[config.mk]
export PLATFORM = sky130hd
export DESIGN_NAME = float_to_pcm_sample_converter_flat
export DESIGN_NICKNAME = d
export VERILOG_FILES = /design/src/rtl/core/fpcm_pkg.sv /design/src/rtl/core/fpcm_if.sv /design/src/rtl/core/fpcm_scale.sv /design/src/rtl/core/fpcm_round.sv /design/src/rtl/core/float_to_pcm_sample_converter.sv /design/src/flat_wrapper.sv
export SDC_FILE = /design/constraint.sdc
export NUM_CORES = 1
export LEC_CHECK = 0
export ABC_AREA = 1
export BUFFER_PORTS_ARGS = -buffer_cell sky130_fd_sc_hd__clkbuf_2
export CORE_ASPECT_RATIO = 0.6
export CORE_MARGIN = 2
export CORE_UTILIZATION = 45
export CTS_CLUSTER_DIAMETER = 40
export DETAILED_ROUTE_END_ITERATION = 7
export PLACE_DENSITY = 0.72
export SKIP_LAST_GASP = 1
export SYNTH_ARGS = -nofsm -noshare
export SYNTH_HDL_FRONTEND = slang
export SYNTH_SLANG_ARGS = --single-unit
[constraint.sdc]
create_clock -name clk -period 8.2 [get_ports clk]
set_input_delay 0 -clock clk [delete_from_list [all_inputs] [get_ports clk]]
set_output_delay 0 -clock clk [all_outputs]
set_load 0.02 [all_outputs]
[src/rtl/core/fpcm_pkg.sv]
// Shared types, constants and the depth decoder for the float to PCM converter.
// Used by every module of the converter; depends on nothing else.
package fpcm_pkg;

  typedef enum logic [1:0] {
    MODE_16,
    MODE_24,
    MODE_PASS,
    MODE_ERR
  } mode_t;

  localparam logic [5:0] DEPTH_16    = 6'd16;
  localparam logic [5:0] DEPTH_24    = 6'd24;
  localparam logic [5:0] DEPTH_32    = 6'd32;
  localparam logic [5:0] DEPTH_RESET = DEPTH_32;

  localparam logic [23:0] SCALE16_NEG = 24'd32768;
  localparam logic [23:0] SCALE16_POS = 24'd32767;
  localparam logic [23:0] SCALE24_NEG = 24'd8388608;
  localparam logic [23:0] SCALE24_POS = 24'd8388607;

  localparam logic [7:0]  EXP_ONE     = 8'd127;
  localparam logic [7:0]  EXP_MAX     = 8'd255;
  localparam logic [7:0]  EXP_INT     = 8'd150;
  localparam logic [7:0]  SHIFT_LIMIT = 8'd48;
  localparam logic [23:0] MANT_ONE    = 24'h800000;

  localparam logic [4:0] DROP16_LO = 5'd14;
  localparam logic [4:0] DROP16_HI = 5'd15;
  localparam logic [4:0] DROP24_LO = 5'd22;
  localparam logic [4:0] DROP24_HI = 5'd23;

  typedef struct packed {
    mode_t       mode;
    logic        neg;
    logic [7:0]  expo;
    logic [47:0] prod;
    logic [31:0] raw;
  } prod_t;

  function automatic mode_t decode_depth(logic [5:0] depth);
    mode_t m;
    unique case (depth)
      DEPTH_16: m = MODE_16;
      DEPTH_24: m = MODE_24;
      DEPTH_32: m = MODE_PASS;
      default:  m = MODE_ERR;
    endcase
    return m;
  endfunction

endpackage

[src/rtl/core/fpcm_if.sv]
// Valid/ready channel interfaces for float samples in and PCM words out.
// Stand-alone; no package needed.
interface fpcm_in_if;
  logic        valid;
  logic        ready;
  logic [31:0] sample_bits;
  modport source (output valid, output sample_bits, input ready);
  modport sink (input valid, input sample_bits, output ready);
endinterface

interface fpcm_out_if;
  logic        valid;
  logic        ready;
  logic [31:0] pcm_word;
  logic        depth_error;
  modport source (output valid, output pcm_word, output depth_error, input ready);
  modport sink (input valid, input pcm_word, input depth_error, output ready);
endinterface

[src/rtl/core/fpcm_scale.sv]
// Clamp stage and scale multiplier, registered into the product stage.
// Depends on fpcm_pkg.
module fpcm_scale (
  input  logic              clk,
  input  logic              en,
  input  logic [5:0]        depth,
  input  logic [31:0]       sample,
  output fpcm_pkg::prod_t   q
);

  logic                  sgn;
  logic [7:0]            e;
  logic [22:0]           f;
  logic                  is_nan;
  logic                  over;
  logic                  neg;
  logic [23:0]           m;
  logic [7:0]            ee;
  logic [23:0]           k;
  fpcm_pkg::mode_t       mode;
  fpcm_pkg::prod_t       q_next;

  assign sgn = sample[31];
  assign e   = sample[30:23];
  assign f   = sample[22:0];

  always_comb begin
    is_nan = (e == fpcm_pkg::EXP_MAX) && (f != '0);
    over   = (e > fpcm_pkg::EXP_ONE) || ((e == fpcm_pkg::EXP_ONE) && (f != '0));
    if (is_nan) begin
      neg = 1'b0;
      m   = fpcm_pkg::MANT_ONE;
      ee  = fpcm_pkg::EXP_ONE;
    end else if (over) begin
      neg = sgn;
      m   = fpcm_pkg::MANT_ONE;
      ee  = fpcm_pkg::EXP_ONE;
    end else if (e == '0) begin
      neg = 1'b0;
      m   = '0;
      ee  = '0;
    end else begin
      neg = sgn;
      m   = {1'b1, f};
      ee  = e;
    end
    mode = fpcm_pkg::decode_depth(depth);
    if (mode == fpcm_pkg::MODE_24) begin
      k = neg ? fpcm_pkg::SCALE24_NEG : fpcm_pkg::SCALE24_POS;
    end else begin
      k = neg ? fpcm_pkg::SCALE16_NEG : fpcm_pkg::SCALE16_POS;
    end
    q_next.mode = mode;
    q_next.neg  = neg;
    q_next.expo = ee;
    q_next.prod = m * k;
    q_next.raw  = sample;
  end

  always_ff @(posedge clk) begin
    if (en) begin
      q <= q_next;
    end
  end

endmodule

[src/rtl/core/fpcm_round.sv]
// Rounds the product to single precision, truncates to an integer and packs the word.
// Depends on fpcm_pkg.
module fpcm_round (
  input  logic              clk,
  input  logic              en,
  input  fpcm_pkg::prod_t   p,
  output logic [31:0]       pcm_word,
  output logic              depth_error
);

  logic        wide;
  logic        top_hi;
  logic [4:0]  drop;
  logic [48:0] full;
  logic [48:0] unit;
  logic [48:0] mask;
  logic [48:0] kept;
  logic        half;
  logic        lsb;
  logic        sticky;
  logic [48:0] rnd;
  logic [7:0]  sh;
  logic [48:0] shifted;
  logic [24:0] mag;
  logic [31:0] val;
  logic [31:0] pcm_word_next;

  always_comb begin
    wide   = (p.mode == fpcm_pkg::MODE_24);
    top_hi = wide ? p.prod[46] : p.prod[38];
    if (wide) begin
      drop = top_hi ? fpcm_pkg::DROP24_HI : fpcm_pkg::DROP24_LO;
    end else begin
      drop = top_hi ? fpcm_pkg::DROP16_HI : fpcm_pkg::DROP16_LO;
    end
    full   = {1'b0, p.prod};
    unit   = 49'd1 << drop;
    mask   = unit - 49'd1;
    kept   = full & ~mask;
    half   = |(full & (unit >> 1));
    lsb    = |(full & unit);
    sticky = |(full & (mask >> 1));
    rnd    = kept + ((half && (sticky || lsb)) ? unit : '0);
    sh     = fpcm_pkg::EXP_INT - p.expo;
    shifted = (sh >= fpcm_pkg::SHIFT_LIMIT) ? '0 : (rnd >> sh);
    mag    = shifted[24:0];
    val    = p.neg ? (32'd0 - {7'd0, mag}) : {7'd0, mag};
    case (p.mode)
      fpcm_pkg::MODE_16:   pcm_word_next = {16'd0, val[15:0]};
      fpcm_pkg::MODE_24:   pcm_word_next = {8'd0, val[23:0]};
      fpcm_pkg::MODE_PASS: pcm_word_next = p.raw;
      default:             pcm_word_next = '0;
    endcase
  end

  always_ff @(posedge clk) begin
    if (en) begin
      pcm_word    <= pcm_word_next;
      depth_error <= (p.mode == fpcm_pkg::MODE_ERR);
    end
  end

endmodule

[src/rtl/core/float_to_pcm_sample_converter.sv]
// Top level of the float32 to PCM16/PCM24 converter: depth register and pipeline control.
// Depends on fpcm_pkg, fpcm_if, fpcm_scale and fpcm_round.
//
//   channel      dir   beat contents
//   sample_in    in    sample_bits[31:0]
//   pcm_out      out   pcm_word[31:0], depth_error
//   cfg_we/wdata in    output_depth[5:0], no handshake
//
// One beat is accepted per cycle unless pcm_out stalls; an accepted beat is first held in an input register.
// The multiplier stage and the rounding stage each hold one register level.
// A stall on pcm_out holds the pipeline, and sample_in.ready drops only once every stage is full.
// Reset is synchronous: it empties the pipeline and sets the depth to 32.
module float_to_pcm_sample_converter (
  input  logic            clk,
  input  logic            rst,
  fpcm_in_if.sink         sample_in,
  fpcm_out_if.source      pcm_out,
  input  logic            cfg_we,
  input  logic [5:0]      cfg_wdata
);

  logic [5:0]       depth;
  logic             s1_valid;
  logic [31:0]      s1_bits;
  logic             s2_valid;
  logic             out_valid;
  logic             out_take;
  logic             s2_take;
  logic             s1_take;
  fpcm_pkg::prod_t  s2_prod;

  assign out_take        = !out_valid || pcm_out.ready;
  assign s2_take         = !s2_valid || out_take;
  assign s1_take         = !s1_valid || s2_take;
  assign sample_in.ready = s1_take;
  assign pcm_out.valid   = out_valid;

  always_ff @(posedge clk) begin
    if (rst) begin
      depth     <= fpcm_pkg::DEPTH_RESET;
      s1_valid  <= 1'b0;
      s2_valid  <= 1'b0;
      out_valid <= 1'b0;
    end else begin
      if (cfg_we) begin
        depth <= cfg_wdata;
      end
      if (s1_take) begin
        s1_valid <= sample_in.valid;
      end
      if (s2_take) begin
        s2_valid <= s1_valid;
      end
      if (out_take) begin
        out_valid <= s2_valid;
      end
    end
  end

  always_ff @(posedge clk) begin
    if (s1_take) begin
      s1_bits <= sample_in.sample_bits;
    end
  end

  fpcm_scale u_scale (
    .clk    (clk),
    .en     (s2_take),
    .depth  (depth),
    .sample (s1_bits),
    .q      (s2_prod)
  );

  fpcm_round u_round (
    .clk         (clk),
    .en          (out_take),
    .p           (s2_prod),
    .pcm_word    (pcm_out.pcm_word),
    .depth_error (pcm_out.depth_error)
  );

  // An unsupported depth always yields a zero word.
  a_err_zero: assert property (@(posedge clk) disable iff (rst)
    pcm_out.valid && pcm_out.depth_error |-> pcm_out.pcm_word == '0)
    else $error("depth error with nonzero word");

  // A beat held in the first stage is not dropped while the next stage is blocked.
  a_s1_hold: assert property (@(posedge clk) disable iff (rst)
    s1_valid && !s2_take |=> s1_valid)
    else $error("first stage lost a beat");

  // Input is refused only when every stage holds a beat.
  a_ready_full: assert property (@(posedge clk) disable iff (rst)
    !sample_in.ready |-> s1_valid && s2_valid && out_valid && !pcm_out.ready)
    else $error("input stalled with room in the pipeline");

endmodule
[src/flat_wrapper.sv]
// flat-port wrapper written by rule: the top's interface ports become plain ports
module float_to_pcm_sample_converter_flat 
  (clk, rst, cfg_we, cfg_wdata, sample_in_valid, sample_in_sample_bits, sample_in_ready, pcm_out_valid, pcm_out_pcm_word, pcm_out_depth_error, pcm_out_ready);
  fpcm_in_if sample_in_i ();
  fpcm_out_if pcm_out_i ();
  input  logic clk;
  input  logic rst;
  input  logic cfg_we;
  input  logic [5:0] cfg_wdata;
  input wire logic [$bits(sample_in_i.valid)-1:0] sample_in_valid;
  input wire logic [$bits(sample_in_i.sample_bits)-1:0] sample_in_sample_bits;
  output wire logic [$bits(sample_in_i.ready)-1:0] sample_in_ready;
  output wire logic [$bits(pcm_out_i.valid)-1:0] pcm_out_valid;
  output wire logic [$bits(pcm_out_i.pcm_word)-1:0] pcm_out_pcm_word;
  output wire logic [$bits(pcm_out_i.depth_error)-1:0] pcm_out_depth_error;
  input wire logic [$bits(pcm_out_i.ready)-1:0] pcm_out_ready;
  assign sample_in_i.valid = sample_in_valid;
  assign sample_in_i.sample_bits = sample_in_sample_bits;
  assign sample_in_ready = sample_in_i.ready;
  assign pcm_out_valid = pcm_out_i.valid;
  assign pcm_out_pcm_word = pcm_out_i.pcm_word;
  assign pcm_out_depth_error = pcm_out_i.depth_error;
  assign pcm_out_i.ready = pcm_out_ready;
  float_to_pcm_sample_converter u_core (.clk(clk), .rst(rst), .sample_in(sample_in_i), .pcm_out(pcm_out_i), .cfg_we(cfg_we), .cfg_wdata(cfg_wdata));
endmodule
==> qor.yml <==
violations: "negative setup slack"
place_congestion: 1.01
fin_cells: 4174
relSlewSlack: 0.356
htreeDepth: 4
portBuffers: 77
grt_pass1_vias: 22572
grt_max_degree: 76
netlist_instances: 2990
cts_buffers: 17
die_h_um: 187
slowest_stage: "fa_1"
wl_per_cell_um: 21.2
ys_ff_latch: 165
synth_area_um2: 25000
root_buffer: "clkbuf_16"
swShare: 0.490
fin_ws_ns: -0.377
ir_worst_vdd_v: 0.000506
ant_nets: 0
start_util: 0.459
p_seq_frac: 0.138
post-route-util: 0.569
synth_top_area_share: 0.300
cpMostUsedCell: "fa_1"
grt_pass1_wl_mm: 132
path_class: "reg -> reg"
yosysSeqAreaShare: 0.195
pwr-share-comb: 0.787
crit_fanout: 7
core_um2: 54500
drt-pass1-iter-count: 6
clock_path_buffers: 2
drc: 0
cp-start-kind: "flop"
max_cap_violations: 0
drt-total-wl_mm: 88.6
hold_path.class: "in -> reg"
io_pins: 78
nNetsFinal: 4035
stdcell_area_um2: 31000
min_period_over_period: 1.05
place_ws_ns: -0.509
hpwl_mm: 68.5
outcome: "complete, but fails checks"
cpLargestDelayFamily: "adder cells"
leakage_uw: 0.0155
synth_edf_count: 156
antenna_found_initial: 6
synth.area.top_cells: "fa_1, edfxtp_1, inv_1"
critPathBufInv: 13
track_usage: 0.303
cts_tree: "yes"
place_area_um2: 28300
timing.fmax_mhz: 117
internal-power_uw: 5220
detailroute.via_count: 23051
setup_violations: 14
p_switching_uw: 5020
async_flop_share: 0
area_growth_syn_to_layout_pct: 24.1
grt_overflow: 0
fin_skew_ns: 0.0209
worst_slew_pin_slew_ns: 0.966
die_area_um2: 57500
clkSlewWorstSetupHoldPaths_ns: 0.08
power.clock.fraction: 0.075
finalWorstPathRequiredPeriod_ns: 8.58
powerDensity_nw_per_um2: 331
finalSetupTns_ns: -3.07
synth-main-ff-cell: "edfxtp_1"
ys_warn_count: 0
vias_per_cell: 5.52
slew_violations: 0
drive_above_1_share: 0.237
hold_viol: 0
insertion_delay_ns: 0.45
crit_arrival_ns: 8.77
drt_iter0_drc: 3539
dp_cells: 4026
chipWidth_um: 308
worstPathRequired_ns: 8.39
syn_avg_cell_area_um2: 8.36
slowest_delay_ns: 0.58
synth_area_leader_cell: "fa_1"
ys_types: 58
worstSetupEndpointType: "flop"
rows: 66
rsz0062_at_grt: "yes"
clock_sinks: 165
-- logic make-up after synthesis --
logic type / count (synthesis) / share of synthesized area
compound gates: 200 / 0.0459
xor+xnor: 61 / 0.0214
fa+ha+maj: 548 / 0.387
buf+inv: 717 / 0.112
flops: 165 / 0.195
other cells: 2 / 0.000300
simple gates: 1297 / 0.239
-- power groups by stage --
stage | clock network [µW] | logic [µW] | registers, µW
2_1_floorplan | 0 | 3780 | 1380
3_3_place_gp | 0 | 6040 | 1430
3_5_place_dp | 0 | 6090 | 1430
4_1_cts | 764 | 6940 | 1410
5_1_grt | 799 | 8710 | 1430
6_report | 765 | 8060 | 1420
-- through the flow --
stage	hold slack, ns	total power, µW
after floorplan	0.0691	5160
after global placement	0.178	7470
after detailed placement	0.179	7520
after CTS	0.204	9110
after global routing	0.265	10900
final	0.249	10200
-- registers in the layout, summed over array words and instances, names as in the netlist --
register	count
u_core.s1_valid	1
u_core.depth	6
u_core.pcm_out.valid	1
u_core.s1_bits	32
u_core.u_round.depth_error	1
u_core.u_scale.q	91
u_core.s2_valid	1
u_core.u_round.pcm_word	32
-- tightest hold or removal path, cell delays in order --
cell,delay (ns)
clkbuf_2,0.08
inv_1,0.04
nand2_1,0.06
buf_4,0.28
-- final timing paths --
| path | from | endpoint | slack, ns | depth (start not counted) |
|---|---|---|---|---|
| setup / recovery | u_core.s1_bits[15] | u_core.u_scale.q[77] | -0.38 | 40 |
| hold / removal | pcm_out_ready | u_core.u_round.depth_error | 0.25 | 4 |
| hold reg to reg | u_core.s1_bits[29] | u_core.u_scale.q[29] | 0.46 | 0 |
| setup reg to reg | u_core.s1_bits[15] | u_core.u_scale.q[77] | -0.38 | 40 |
-- synthesized netlist by cell type (all sizes together) (9+ instances only) --
| cell type | instances |
|---|---|
| inv | 638 |
| nand2 | 556 |
| fa | 375 |
| nand3 | 373 |
| nor2 | 255 |
| ha | 173 |
| edfxtp | 156 |
| a21oi | 77 |
| o21ai | 70 |
| nand4 | 68 |
| buf | 47 |
| xor2 | 34 |
| xnor2 | 27 |
| clkbuf | 26 |
| a31oi | 15 |
| nor4 | 13 |
| nor3 | 11 |
| o211ai | 11 |
| dfxtp | 9 |
| nand3b | 9 |
-- cell type report --
type / count / area [µm²]
multi-input cells: 2115 / 18400
repair buffers: 501 / 3840
well taps: 714 / 893
clock buffers: 17 / 425
inverters: 644 / 2430
diodes: 3 / 7.51
flip-flops and latches: 165 / 4860
clock inverters: 15 / 120
fillers: 4553 / 23500
-- metal layers --
layer  vias to the layer above  part of all wire  track usage
met5                         -            0.0010            0
met4                         8             0.026       0.0550
met3                       219              0.16        0.154
met2                      1441              0.38        0.386
met1                     11031              0.43        0.455
li1                      10352                 -            -
-- timing repair --
| action | CTS | global route |
|---|---|---|
| pin swaps | 106 | 70 |
| gates cloned | 2 | 0 |
| hold endpoints to repair | 41 | 0 |
| resized for setup | 221 | 118 |
| setup buffers | 49 | 21 |
| hold buffers | 47 | 0 |
| endpoints found under the setup margin | 18 | 23 |
-- placed cells by master, fill, tap and decap left out, drive strengths merged, types with 2 or more instances in the layout --
cell / netlist / routed
a21boi: 2 / 2
o21ai: 70 / 70
nand3: 373 / 373
or2: 4 / 4
a21o: 2 / 2
nand4: 68 / 68
dfxtp: 9 / 9
ha: 173 / 173
xnor2: 27 / 27
conb: 2 / 9
diode: 0 / 3
xor2: 34 / 34
edfxtp: 156 / 156
nor2: 255 / 255
nand2: 556 / 556
o21a: 5 / 5
o31ai: 5 / 5
fa: 375 / 375
dlygate4sd3: 0 / 47
a21oi: 77 / 77
nor3: 11 / 11
a221oi: 2 / 2
o21bai: 4 / 4
o211ai: 11 / 11
nor4: 13 / 13
buf: 47 / 377
inv: 638 / 645
a31oi: 15 / 15
nand3b: 9 / 9
clkinv: 6 / 13
nor3b: 2 / 2
and2: 6 / 6
clkbuf: 26 / 94
Power figures use the tool's default switching activity.
